File: config.mk
export PLATFORM = sky130hd
export DESIGN_NAME = motor_fader_position_loop
export DESIGN_NICKNAME = d
export VERILOG_FILES = /design/src/mfpl_pkg.sv /design/src/motor_fader_position_loop.sv /design/src/mfpl_ctrl.sv /design/src/mfpl_datapath.sv
export SDC_FILE = /design/constraint.sdc
export NUM_CORES = 2
export LEC_CHECK = 0
export BUFFER_PORTS_ARGS = -buffer_cell sky130_fd_sc_hd__buf_2
export CORE_UTILIZATION = 37
export DETAILED_ROUTE_END_ITERATION = 16
export HOLD_SLACK_MARGIN = 0.03
export PLACE_DENSITY = 0.58
export REMOVE_ABC_BUFFERS = 1
export SYNTH_ARGS = -nofsm -noshare
export SYNTH_HDL_FRONTEND = slang
export SYNTH_SLANG_ARGS = --single-unit
File: constraint.sdc
create_clock -name clk -period 9.7 [get_ports clk]
set_input_delay 0.485 -clock clk [delete_from_list [all_inputs] [get_ports clk]]
set_output_delay 0.485 -clock clk [all_outputs]
set_load 0.02 [all_outputs]
File: src/mfpl_pkg.sv
// Package for the motor fader position loop.
// Holds shared types, codes and constants; depends on nothing else.

package mfpl_pkg;

  // Default widths handed to the top-level parameters.
  localparam int ADC_BITS_DEF = 10;
  localparam int SUM_BITS_DEF = 24;

  // Configuration port geometry.
  localparam int CFG_ADDR_W = 3;
  localparam int CFG_DATA_W = 16;

  // Register indexes on the configuration port.
  localparam logic [CFG_ADDR_W-1:0] CFG_GAIN_P    = 3'd0;
  localparam logic [CFG_ADDR_W-1:0] CFG_GAIN_I    = 3'd1;
  localparam logic [CFG_ADDR_W-1:0] CFG_GAIN_D    = 3'd2;
  localparam logic [CFG_ADDR_W-1:0] CFG_OUT_LIMIT = 3'd3;
  localparam logic [CFG_ADDR_W-1:0] CFG_DEAD_BAND = 3'd4;
  localparam logic [CFG_ADDR_W-1:0] CFG_MIN_DUTY  = 3'd5;

  // Register reset values.
  localparam logic [15:0] GAIN_P_RST    = 16'd256;
  localparam logic [15:0] GAIN_I_RST    = 16'd0;
  localparam logic [15:0] GAIN_D_RST    = 16'd0;
  localparam logic [7:0]  OUT_LIMIT_RST = 8'd255;
  localparam logic [7:0]  DEAD_BAND_RST = 8'd5;
  localparam logic [7:0]  MIN_DUTY_RST  = 8'd100;

  // Highest accepted target position.
  localparam logic [7:0] TARGET_MAX = 8'd128;

  // Result channel data width: drive, duty and position, padded to bytes.
  localparam int OUT_DATA_W = 24;

  // Item kinds carried on the input tuser.
  localparam logic MODE_TICK   = 1'b0;
  localparam logic MODE_TARGET = 1'b1;

  // Motor direction codes.
  typedef enum logic [1:0] {
    DRIVE_STOP = 2'd0,
    DRIVE_UP   = 2'd1,
    DRIVE_DOWN = 2'd2
  } drive_t;

  // Operand select for the shared multiplier.
  typedef enum logic [1:0] {
    MUL_P = 2'd0,
    MUL_I = 2'd1,
    MUL_D = 2'd2
  } mul_sel_t;

  // Controller states.
  typedef enum logic [2:0] {
    ST_IDLE,
    ST_ERR,
    ST_MUL_P,
    ST_MUL_I,
    ST_MUL_D,
    ST_SUM,
    ST_OUT
  } state_t;

  // Commands from the controller to the datapath.
  typedef struct packed {
    logic     capture;
    logic     set_target;
    logic     step;
    logic     mul_en;
    mul_sel_t mul_sel;
    logic     acc_load;
    logic     acc_add;
    logic     out_load;
  } ctrl_cmd_t;

  // Status from the datapath to the controller.
  typedef struct packed {
    logic touched;
    logic out_free;
  } dp_status_t;

endpackage

File: src/motor_fader_position_loop.sv
// Top level of the motor fader position loop.
// Joins mfpl_ctrl and mfpl_datapath; uses mfpl_pkg.
//
// Usage:
// - Input channel in_*: in_tuser selects the item kind (0 control tick,
//   1 set target). A set-target item loads the target, clears the
//   integral and last error, and produces no result.
// - A control tick produces one result on out_*: motor drive, duty and
//   the scaled fader position.
// - Configuration through cfg_we/cfg_addr/cfg_wdata, only while idle.
// - Sequencing: an untouched tick passes through the error, P, I and D
//   multiply, sum and output states; a touched tick goes from the
//   error state straight to the output state. A set-target item is
//   taken without leaving idle. The next item is taken in the cycle after the
//   result is loaded; the three PID terms use one multiplier in turn.
// - Reset (rst_n low, synchronous) clears the target and the loop state
//   and loads the register defaults; no result is pending after it.
// - When the receiver stalls, a finished result waits in the output
//   register; one more tick is taken and held at its last step until the
//   output register is free.

module motor_fader_position_loop #(
  parameter int ADC_BITS = mfpl_pkg::ADC_BITS_DEF,
  parameter int SUM_BITS = mfpl_pkg::SUM_BITS_DEF
) (
  input  logic                            clk,
  input  logic                            rst_n,
  // Input channel.
  input  logic                            in_tvalid,
  output logic                            in_tready,
  // tdata fields from bit 0: target[7:0], adc_sample[ADC_BITS-1:0], touched.
  input  logic [((ADC_BITS+16)/8)*8-1:0]  in_tdata,
  // tuser fields from bit 0: mode.
  input  logic                            in_tuser,
  // Result channel.
  output logic                            out_tvalid,
  input  logic                            out_tready,
  // tdata fields from bit 0: drive[1:0], duty[7:0], position[6:0].
  output logic [mfpl_pkg::OUT_DATA_W-1:0] out_tdata,
  // Configuration write port.
  input  logic                            cfg_we,
  input  logic [mfpl_pkg::CFG_ADDR_W-1:0] cfg_addr,
  input  logic [mfpl_pkg::CFG_DATA_W-1:0] cfg_wdata
);

  mfpl_pkg::ctrl_cmd_t  cmd;
  mfpl_pkg::dp_status_t status;

  mfpl_ctrl u_ctrl (
    .clk       (clk),
    .rst_n     (rst_n),
    .in_tvalid (in_tvalid),
    .in_tuser  (in_tuser),
    .in_tready (in_tready),
    .status    (status),
    .cmd       (cmd)
  );

  mfpl_datapath #(
    .ADC_BITS (ADC_BITS),
    .SUM_BITS (SUM_BITS)
  ) u_datapath (
    .clk        (clk),
    .rst_n      (rst_n),
    .cmd        (cmd),
    .status     (status),
    .in_tdata   (in_tdata),
    .cfg_we     (cfg_we),
    .cfg_addr   (cfg_addr),
    .cfg_wdata  (cfg_wdata),
    .out_tvalid (out_tvalid),
    .out_tready (out_tready),
    .out_tdata  (out_tdata)
  );

  // A result is only loaded when the output register is free.
  a_load_when_free: assert property (@(posedge clk) disable iff (!rst_n)
    cmd.out_load |-> (!out_tvalid || out_tready))
    else $error("result loaded over a pending result");

  // A loaded result appears on the output in the next cycle.
  a_load_shows: assert property (@(posedge clk) disable iff (!rst_n)
    cmd.out_load |=> out_tvalid)
    else $error("loaded result not presented");

  // A tick transfer takes the block out of idle.
  a_tick_busy: assert property (@(posedge clk) disable iff (!rst_n)
    (in_tvalid && in_tready && (in_tuser == mfpl_pkg::MODE_TICK)) |=> !in_tready)
    else $error("input still ready after a tick transfer");

  // The drive field only carries the stop, up and down codes.
  a_drive_code: assert property (@(posedge clk) disable iff (!rst_n)
    out_tvalid |-> ((out_tdata[1:0] == mfpl_pkg::DRIVE_STOP) ||
                    (out_tdata[1:0] == mfpl_pkg::DRIVE_UP) ||
                    (out_tdata[1:0] == mfpl_pkg::DRIVE_DOWN)))
    else $error("invalid drive code");

endmodule

File: src/mfpl_ctrl.sv
// Controller state machine of the motor fader position loop.
// Sequences one item through the datapath; uses mfpl_pkg.

module mfpl_ctrl (
  input  logic                   clk,
  input  logic                   rst_n,
  input  logic                   in_tvalid,
  input  logic                   in_tuser,
  output logic                   in_tready,
  input  mfpl_pkg::dp_status_t   status,
  output mfpl_pkg::ctrl_cmd_t    cmd
);

  mfpl_pkg::state_t state_r;
  mfpl_pkg::state_t state_nxt;
  logic             in_xfer;

  assign in_tready = (state_r == mfpl_pkg::ST_IDLE);
  assign in_xfer   = in_tvalid && in_tready;

  // State register.
  always_ff @(posedge clk) begin
    if (!rst_n) begin
      state_r <= mfpl_pkg::ST_IDLE;
    end else begin
      state_r <= state_nxt;
    end
  end

  // Next state and commands.
  always_comb begin
    state_nxt   = state_r;
    cmd         = '0;
    cmd.mul_sel = mfpl_pkg::MUL_P;
    unique case (state_r)
      mfpl_pkg::ST_IDLE: begin
        if (in_xfer) begin
          if (in_tuser == mfpl_pkg::MODE_TARGET) begin
            cmd.set_target = 1'b1;
          end else begin
            cmd.capture = 1'b1;
            state_nxt   = mfpl_pkg::ST_ERR;
          end
        end
      end
      mfpl_pkg::ST_ERR: begin
        // A touched fader skips the loop and leaves its state alone.
        if (status.touched) begin
          state_nxt = mfpl_pkg::ST_OUT;
        end else begin
          cmd.step  = 1'b1;
          state_nxt = mfpl_pkg::ST_MUL_P;
        end
      end
      mfpl_pkg::ST_MUL_P: begin
        cmd.mul_en  = 1'b1;
        cmd.mul_sel = mfpl_pkg::MUL_P;
        state_nxt   = mfpl_pkg::ST_MUL_I;
      end
      mfpl_pkg::ST_MUL_I: begin
        cmd.mul_en   = 1'b1;
        cmd.mul_sel  = mfpl_pkg::MUL_I;
        cmd.acc_load = 1'b1;
        state_nxt    = mfpl_pkg::ST_MUL_D;
      end
      mfpl_pkg::ST_MUL_D: begin
        cmd.mul_en  = 1'b1;
        cmd.mul_sel = mfpl_pkg::MUL_D;
        cmd.acc_add = 1'b1;
        state_nxt   = mfpl_pkg::ST_SUM;
      end
      mfpl_pkg::ST_SUM: begin
        cmd.acc_add = 1'b1;
        state_nxt   = mfpl_pkg::ST_OUT;
      end
      mfpl_pkg::ST_OUT: begin
        // Wait until the output register can take the result.
        if (status.out_free) begin
          cmd.out_load = 1'b1;
          state_nxt    = mfpl_pkg::ST_IDLE;
        end
      end
      default: begin
        state_nxt = mfpl_pkg::ST_IDLE;
      end
    endcase
  end

endmodule

File: src/mfpl_datapath.sv
// Datapath of the motor fader position loop: scaling, PID state,
// shared multiplier, accumulator, output shaping and config registers.
// Uses mfpl_pkg; driven by mfpl_ctrl.

module mfpl_datapath #(
  parameter int ADC_BITS = mfpl_pkg::ADC_BITS_DEF,
  parameter int SUM_BITS = mfpl_pkg::SUM_BITS_DEF
) (
  input  logic                              clk,
  input  logic                              rst_n,
  input  mfpl_pkg::ctrl_cmd_t               cmd,
  output mfpl_pkg::dp_status_t              status,
  input  logic [((ADC_BITS+16)/8)*8-1:0]    in_tdata,
  input  logic                              cfg_we,
  input  logic [mfpl_pkg::CFG_ADDR_W-1:0]   cfg_addr,
  input  logic [mfpl_pkg::CFG_DATA_W-1:0]   cfg_wdata,
  output logic                              out_tvalid,
  input  logic                              out_tready,
  output logic [mfpl_pkg::OUT_DATA_W-1:0]   out_tdata
);

  localparam int X_W    = ADC_BITS + 7;
  localparam int PROD_W = 16 + SUM_BITS;
  localparam int ACC_W  = PROD_W + 2;
  localparam logic [ADC_BITS:0] ADC_FULL = {1'b0, {ADC_BITS{1'b1}}};

  // Configuration registers.
  logic signed [15:0] gain_p_r, gain_i_r, gain_d_r;
  logic [7:0]         limit_r, dead_r, min_duty_r;

  // PID state.
  logic [7:0]                 set_point_r;
  logic signed [SUM_BITS-1:0] sum_r;
  logic signed [8:0]          prev_r;

  // Per-item working registers.
  logic [6:0]                 pos_r;
  logic                       touched_r;
  logic signed [8:0]          err_r;
  logic signed [9:0]          deriv_r;
  logic signed [PROD_W-1:0]   prod_r;
  logic signed [ACC_W-1:0]    acc_r;

  // Output register.
  logic                           out_valid_r;
  logic [mfpl_pkg::OUT_DATA_W-1:0] out_data_r;

  // Input fields.
  logic [7:0]          in_target;
  logic [ADC_BITS-1:0] in_sample;
  logic                in_touched;

  assign in_target  = in_tdata[7:0];
  assign in_sample  = in_tdata[8 +: ADC_BITS];
  assign in_touched = in_tdata[8 + ADC_BITS];

  // Configuration writes.
  always_ff @(posedge clk) begin
    if (!rst_n) begin
      gain_p_r   <= mfpl_pkg::GAIN_P_RST;
      gain_i_r   <= mfpl_pkg::GAIN_I_RST;
      gain_d_r   <= mfpl_pkg::GAIN_D_RST;
      limit_r    <= mfpl_pkg::OUT_LIMIT_RST;
      dead_r     <= mfpl_pkg::DEAD_BAND_RST;
      min_duty_r <= mfpl_pkg::MIN_DUTY_RST;
    end else if (cfg_we) begin
      unique case (cfg_addr)
        mfpl_pkg::CFG_GAIN_P:    gain_p_r   <= cfg_wdata;
        mfpl_pkg::CFG_GAIN_I:    gain_i_r   <= cfg_wdata;
        mfpl_pkg::CFG_GAIN_D:    gain_d_r   <= cfg_wdata;
        mfpl_pkg::CFG_OUT_LIMIT: limit_r    <= cfg_wdata[7:0];
        mfpl_pkg::CFG_DEAD_BAND: dead_r     <= cfg_wdata[7:0];
        mfpl_pkg::CFG_MIN_DUTY:  min_duty_r <= cfg_wdata[7:0];
        default: ;
      endcase
    end
  end

  // Position scaling: sample*127 / (2^N - 1). With x = q*2^N + lo, the
  // remainder by 2^N - 1 is lo + q, which is below twice the divisor.
  logic [X_W-1:0]    pos_x;
  logic [6:0]        pos_q;
  logic [ADC_BITS:0] pos_rem;
  logic [6:0]        pos_nxt;

  always_comb begin
    pos_x   = {in_sample, 7'd0} - X_W'(in_sample);
    pos_q   = pos_x[X_W-1 -: 7];
    pos_rem = {1'b0, pos_x[ADC_BITS-1:0]} + (ADC_BITS+1)'(pos_q);
    pos_nxt = (pos_rem >= ADC_FULL) ? pos_q + 7'd1 : pos_q;
  end

  // Error, saturating integral and derivative.
  logic signed [8:0]          err_nxt;
  logic signed [SUM_BITS:0]   sum_wide;
  logic signed [SUM_BITS-1:0] sum_nxt;
  logic signed [9:0]          deriv_nxt;

  always_comb begin
    err_nxt   = $signed({1'b0, set_point_r}) - $signed({2'b00, pos_r});
    sum_wide  = $signed({sum_r[SUM_BITS-1], sum_r}) + (SUM_BITS+1)'(err_nxt);
    deriv_nxt = $signed({err_nxt[8], err_nxt}) - $signed({prev_r[8], prev_r});
    if (sum_wide[SUM_BITS] != sum_wide[SUM_BITS-1]) begin
      sum_nxt = sum_wide[SUM_BITS] ? {1'b1, {(SUM_BITS-1){1'b0}}}
                                   : {1'b0, {(SUM_BITS-1){1'b1}}};
    end else begin
      sum_nxt = sum_wide[SUM_BITS-1:0];
    end
  end

  // Target, capture and loop state updates.
  always_ff @(posedge clk) begin
    if (!rst_n) begin
      set_point_r <= '0;
      sum_r       <= '0;
      prev_r      <= '0;
    end else if (cmd.set_target) begin
      set_point_r <= (in_target > mfpl_pkg::TARGET_MAX) ? mfpl_pkg::TARGET_MAX : in_target;
      sum_r       <= '0;
      prev_r      <= '0;
    end else if (cmd.step) begin
      sum_r  <= sum_nxt;
      prev_r <= err_nxt;
    end
  end

  always_ff @(posedge clk) begin
    if (cmd.capture) begin
      pos_r     <= pos_nxt;
      touched_r <= in_touched;
    end
    if (cmd.step) begin
      err_r   <= err_nxt;
      deriv_r <= deriv_nxt;
    end
  end

  // Shared multiplier with a registered product.
  logic signed [15:0]         mul_a;
  logic signed [SUM_BITS-1:0] mul_b;

  always_comb begin
    unique case (cmd.mul_sel)
      mfpl_pkg::MUL_P: begin
        mul_a = gain_p_r;
        mul_b = SUM_BITS'(err_r);
      end
      mfpl_pkg::MUL_I: begin
        mul_a = gain_i_r;
        mul_b = sum_r;
      end
      mfpl_pkg::MUL_D: begin
        mul_a = gain_d_r;
        mul_b = SUM_BITS'(deriv_r);
      end
      default: begin
        mul_a = '0;
        mul_b = '0;
      end
    endcase
  end

  always_ff @(posedge clk) begin
    if (cmd.mul_en) begin
      prod_r <= PROD_W'(mul_a) * PROD_W'(mul_b);
    end
    if (cmd.acc_load) begin
      acc_r <= ACC_W'(prod_r);
    end else if (cmd.acc_add) begin
      acc_r <= acc_r + ACC_W'(prod_r);
    end
  end

  // Floor shift, clamp, deadband and minimum duty.
  logic signed [ACC_W-1:0] shifted;
  logic signed [ACC_W-1:0] lim_pos;
  logic signed [ACC_W-1:0] lim_neg;
  logic signed [ACC_W-1:0] clamped;
  logic signed [8:0]       ctl;
  logic [8:0]              mag9;
  logic [7:0]              mag;
  mfpl_pkg::drive_t        drive;
  logic [7:0]              duty;

  always_comb begin
    shifted = acc_r >>> 8;
    lim_pos = $signed({{(ACC_W-8){1'b0}}, limit_r});
    lim_neg = -lim_pos;
    if (shifted > lim_pos) begin
      clamped = lim_pos;
    end else if (shifted < lim_neg) begin
      clamped = lim_neg;
    end else begin
      clamped = shifted;
    end
    ctl  = clamped[8:0];
    mag9 = ctl[8] ? 9'(-ctl) : 9'(ctl);
    mag  = mag9[7:0];
    if (touched_r || (mag < dead_r)) begin
      drive = mfpl_pkg::DRIVE_STOP;
      duty  = 8'd0;
    end else begin
      // An output of exactly zero that passes the deadband drives down.
      drive = (ctl > 9'sd0) ? mfpl_pkg::DRIVE_UP : mfpl_pkg::DRIVE_DOWN;
      duty  = (mag > min_duty_r) ? mag : min_duty_r;
    end
  end

  // Output register; a waiting result does not block the input side.
  always_ff @(posedge clk) begin
    if (!rst_n) begin
      out_valid_r <= 1'b0;
    end else if (cmd.out_load) begin
      out_valid_r <= 1'b1;
    end else if (out_tready) begin
      out_valid_r <= 1'b0;
    end
  end

  always_ff @(posedge clk) begin
    if (cmd.out_load) begin
      out_data_r <= {7'd0, pos_r, duty, drive};
    end
  end

  assign out_tvalid      = out_valid_r;
  assign out_tdata       = out_data_r;
  assign status.touched  = touched_r;
  assign status.out_free = !out_valid_r || out_tready;

endmodule
After elaboration in Yosys (flattened, before gate mapping)
Cells that the tools add are included.
Word-level totals
  register bits after elaboration: 243
  input port bits: 49
  word-level logic and storage cells: 103
  output and inout port bits: 26
Cells by class
  magnitude comparators: 7
  equal/unequal tests: 17
  multiply operators: 1
  bitwise logic cells: 1
  multiplexer cells: 31
  add/sub/neg operators: 9
  reduce and logical (&&, ||, !) cells: 18
Operators with widths (count)
  42-bit two-way mux: 2
  24-bit one-hot mux with 3 select lines: 1
  24-bit two-way mux: 2
  16-bit one-hot mux with 3 select lines: 1
  42-bit by 40-bit adder with 42-bit output: 1
  34-bit by 42-bit less-than comparator with 1-bit output: 1
  8-bit negation with 42-bit output: 1
  16-bit by 24-bit multiplier with 40-bit output: 1
  34-bit by 9-bit > comparator with 1-bit output: 1
  24-bit by 9-bit adder with 25-bit output: 1
  8-bit two-way mux: 3
  3-bit one-hot mux with 7 select lines: 1
  9-bit two-way mux: 2
  17-bit by 10-bit subtractor with 17-bit output: 1
  3-bit == test (second input constant): 5
  3-bit by 2-bit == test with 1-bit output (second input constant): 4
  3-bit two-way mux: 4
  2-bit AND reduction: 6
  10-bit by 7-bit adder with 11-bit output: 1
  11-bit by 10-bit >= comparator with 1-bit output (second input constant): 1
  1-bit two-way mux: 10
  9-bit by 9-bit subtractor with 10-bit output: 1
  9-bit by 1-bit > comparator with 1-bit output (second input constant): 1
  3-bit one-hot mux with 3 select lines: 1
  22 further kinds: 31

Longest topological paths before layout
  word-level depth: 8
  gate-level depth with buffers: 33
  depth with buffers taken out: 31

Cells and area by module
Synthesis repeated with hierarchy kept, for this count alone.
Unflattened totals
  cell total of the unflattened synthesis: 3389
  area total of the unflattened synthesis: 29696.0 um^2
Modules (own cells, without submodules)
  mfpl_datapath: cells each 3360, area each 29477.0 um^2, times used 1, sequential area each 6065.8 um^2
  mfpl_ctrl: cells each 29, area each 219.0 um^2, times used 1, sequential area each 60.1 um^2

Worst setup path after synthesis
No wires, ideal clock.
  kind: flip-flop to flip-flop
  start: register u_ctrl.state_r[0]
  end: register u_datapath.prod_r[39], data pin
  data required time: 9.438 ns
  clock period less this slack: 8.252 ns
  data arrival time: 7.990 ns
  setup slack: 1.448 ns
  buffers on the path: 4
  cell stages (with the launch flop): 29
  path through: dfxtp_1 -> clkbuf_1 -> and3_1 -> clkbuf_1 -> nor2_1 -> clkbuf_1 -> and2_1 -> a221oi_1 -> clkbuf_1 -> nor2_1 -> fa_1 -> fa_1 -> fa_1 -> fa_1 -> fa_1 -> inv_1 -> fa_1 -> inv_1 -> ha_1 -> a21o_1 -> a21o_1 -> a21o_1 -> a41oi_1 -> a21oi_1 -> a2111oi_0 -> nor3_1 -> nor4_1 -> o21bai_1 -> xor2_1
On the way
  longest elaborated chain between the ends: 5
  elaborated cells on any way between the ends: 10
  classes of those cells: mul: 1; eq/ne: 5; mux: 3; reduce/logical: 1
RTL lines
  start, declared: line mfpl_ctrl.sv:14  | mfpl_pkg::state_t state_r;
  start signal, assigned: line mfpl_ctrl.sv:24  | state_r <= mfpl_pkg::ST_IDLE;
  start signal, assigned: line mfpl_ctrl.sv:26  | state_r <= state_nxt;
  3-bit == test or 3-bit by 2-bit == test with 1-bit output (tied branches): line mfpl_ctrl.sv:35  | unique case (state_r)
  3-bit one-hot mux with 3 select lines (*): line mfpl_ctrl.sv:35
  2-bit == test (tied with other cells): line mfpl_datapath.sv:143  | unique case (cmd.mul_sel)
  16-bit one-hot mux with 3 select lines or 24-bit one-hot mux with 3 select lines (tied branches): line mfpl_datapath.sv:143
  16-bit by 24-bit multiplier with 40-bit output (*): line mfpl_datapath.sv:165  | prod_r <= PROD_W'(mul_a) * PROD_W'(mul_b);
  end signal, assigned: line mfpl_datapath.sv:165
  end, declared: line mfpl_datapath.sv:41  | logic signed [PROD_W-1:0] prod_r;
Mark *: on every way between the ends. The rest lies on a longest branch, timed or not.
A chain may end at the register's enable or synchronous reset.

Worst setup path in the final report
  start: register u_ctrl.state_r[2]
  end: register u_datapath.prod_r[39], data pin
Same word-level chain as after synthesis.

==> metrics.txt <==
initial antenna violation count 0; Buf/Inv on CP 6; async set-reset flop share out of synthesis 0; PortBufs 62; GRT Max-Usage Layer met2; grt met1 use 0.243; nets@finish 4091; vias in the first global route 22900; die area 81200 um2; root buf cell clkbuf_16; Slew Limit Fails 0; GR Layer Usage met3 0.0238; cell mode on critical path fa_1; MaxCap Viol Count 0; fin crit period 9.04 ns; max frequency 0.111 GHz; clock-pin slew on the worst setup and hold paths 0.06 ns; R2R Setup Slk 0.66 ns; slowest CP cell nor2_2; Critical Path End Type flip-flop; boundary pin count 75; layout cells sized above 1 0.0589; final hold viol count 0; slew margin rel. 0.177; Die W 285 um; post-DP HPWL 58.5 mm; Layout area overhead 9.01%; Post-Syn Instances 3372; DRT Wirelength 73.2 mm; period utilization 0.932; kind of critical path flip-flop to flip-flop; diode count 0; Worst Hold Class input port to flip-flop; met2 usage 0.307; Total Power 4630 uW; GPL Wtd Cong 0.903; Worst-Skew Late Latency 0.59 ns; CORE AREA 79100 um2; Clock Sinks 243; #FFs+latches synth 243; Post-DRT Antenna Nets 0; Max Clock Skew 0.0411 ns; Worst VDD drop 132 uV; RSZ-0062 raised after global routing false; wire per inst 16.3 um; vias 22800; # DRC 0; Worst path max stage delay 0.61 ns; Synthesis Warnings 0; total gr overflow 0; Post-synth EDFFs 126; Post-DP Area 31300 um2; WP data arrival 9.33 ns; CTS Buffer Depth 3; syn avg cell area 8.78 um2; GR Util All Layers 0.182; CTS tree yes; Main synth FF type edfxtp_1; Die Height 285 um; routed vias/inst 5.08; Top Family by Delay on Critical Path adder cells; P_leak 0.0147 uW; count of cell types in the netlist 84; status finished, final reports clean; # setup viols final 0; crit-path max FO 18; Initial Utilization 0.374; DRT Pass-1 Iters 5; hold_ws 0.0764 ns; global-route wire length before repair 120 mm; Post-CTS Hold Buffers 0; sequential share of the synthesized area 0.207; Setup Buffers After CTS 0; Power Density 144 nW/um2; Worst EP required 9.99 ns; # H-tree levels 1; CTS resizes 0; design area 32300 um2; initial drt markers 1490; TritonCTS Buffers 31; CP startpoint kind flip-flop; largest net degree at the start of global routing 126; Worst Max-Slew Pin Slew 1.23 ns; Cell Area, Synth 29600 um2; # rows 103
## registers in the layout, indices dropped and copies added (netlist names), 9 cells and up
name	count
u_datapath.acc_r	42
u_datapath.err_r	9
u_datapath.gain_d_r	16
u_datapath.deriv_r	10
u_datapath.prev_r	9
u_datapath.gain_i_r	16
u_datapath.out_tdata	17
u_datapath.prod_r	40
u_datapath.sum_r	24
u_datapath.gain_p_r	16
## kinds of logic (layout without fill, tap and decap cells)
kind of cell	Yosys count	in the layout	synth area share
AND/OR/NAND/NOR	996	996	0.145
buffers and inverters	673	727	0.0865
AO/OA/AOI/OAI	661	661	0.148
adder cells (fa/ha/maj)	638	638	0.365
flip-flops	243	243	0.207
XOR/XNOR	141	141	0.0417
multiplexers	19	19	0.00663
other	1	7	0.000127
## cells in the mapped netlist, types with 20 or more instances
master | instances | area [um2]
nand2b_1 | 23 | 144
nor3_1 | 35 | 175
a21boi_0 | 68 | 510
o211ai_1 | 20 | 150
edfxtp_1 | 126 | 3780
xor2_1 | 47 | 412
nor2b_1 | 22 | 138
a221oi_1 | 26 | 228
a221o_1 | 24 | 240
nand3_1 | 38 | 190
nand2_1 | 480 | 1800
o21a_1 | 20 | 150
xnor2_1 | 94 | 823
clkbuf_1 | 102 | 383
and2_1 | 32 | 200
o21ai_0 | 128 | 641
inv_1 | 548 | 2060
a21oi_1 | 191 | 956
dfxtp_1 | 117 | 2340
ha_1 | 256 | 3200
fa_1 | 379 | 7590
nor2_1 | 284 | 1070
a21o_1 | 68 | 510
o21bai_1 | 22 | 165
## path summary, 6_finish.rpt
check,start,endpoint,depth (start not counted)
setup / recovery,u_ctrl.state_r[2],u_datapath.prod_r[39],29
hold / removal,in_tdata[18],u_datapath.touched_r,1
setup reg to reg,u_ctrl.state_r[2],u_datapath.prod_r[39],29
hold reg to reg,u_datapath.prev_r[5],u_datapath.prev_r[5],2
## per-stage QoR
step | util | TNS [ns] | instances | setup WS [ns]
2_1_floorplan | - | -21.40 | 3255 | -1.62
4_1_cts | 0.408 | 0 | 4482 | 0.660
3_5_place_dp | 0.395 | 0 | 4424 | 0.699
3_3_place_gp | 0.395 | 0 | 4424 | 0.752
6_report | 0.408 | 0 | 4482 | 0.663
5_1_grt | 0.408 | 0 | 4482 | 0.135
## where the power goes
group | switching (uW) | internal, uW | leakage [uW]
sequential | 70.2 | 1250 | 0.00210
clock | 475 | 682 | 0.000501
combinational | 1280 | 873 | 0.0121
total | 1830 | 2800 | 0.0147
## cell usage in the layout, fill, tap and decap left out, types with 5 or more instances in the layout
cell	count
clkbuf_1	5
nor2b_1	22
a21o_1	68
nand4_1	11
buf_2	62
edfxtp_1	126
mux2i_1	16
conb_1	7
a21boi_0	68
dfxtp_1	117
o21a_1	20
a31oi_1	10
clkinv_1	6
nor2_1	282
a221oi_1	24
nand2_1	480
a221o_1	24
and3_1	17
inv_1	548
xor2_1	47
o31ai_1	9
o21bai_1	22
nand2b_1	23
nand3_1	38
o21ai_0	127
nor4_1	18
clkinv_2	8
clkbuf_16	31
nor3_1	31
a21oi_1	190
buf_4	56
xnor2_1	94
or3_1	10
a22o_1	7
and2_1	32
o211ai_1	20
ha_1	256
fa_1	379
a211oi_1	18
## worst register-to-register path: cells and delay by family, from the launching register on
kind / cells / cell delay (ns)
flops: 1 / 0.42
buf+inv: 6 / 1.31
compound gates: 9 / 1.57
fa+ha+maj: 7 / 3.51
simple gates: 6 / 1.79
xor+xnor: 1 / 0.15
## routing by layer
layer | wire [um] | part of all wire
met5 | 0 | 0
met4 | 2240 | 0.031
met3 | 3800 | 0.052
met2 | 34000 | 0.46
met1 | 33200 | 0.45
## final cells by class
| type | count | area [um2] |
|---|---|---|
| clock buffer | 38 | 822 |
| timing repair buffer | 119 | 751 |
| inverter | 550 | 2060 |
| fill | 7964 | 46900 |
| multi-input combinational | 2462 | 21000 |
| sequential | 243 | 6130 |
| clock inverter | 20 | 188 |
| tap | 1050 | 1310 |
Note: power is estimated with default switching activity, not from simulation.
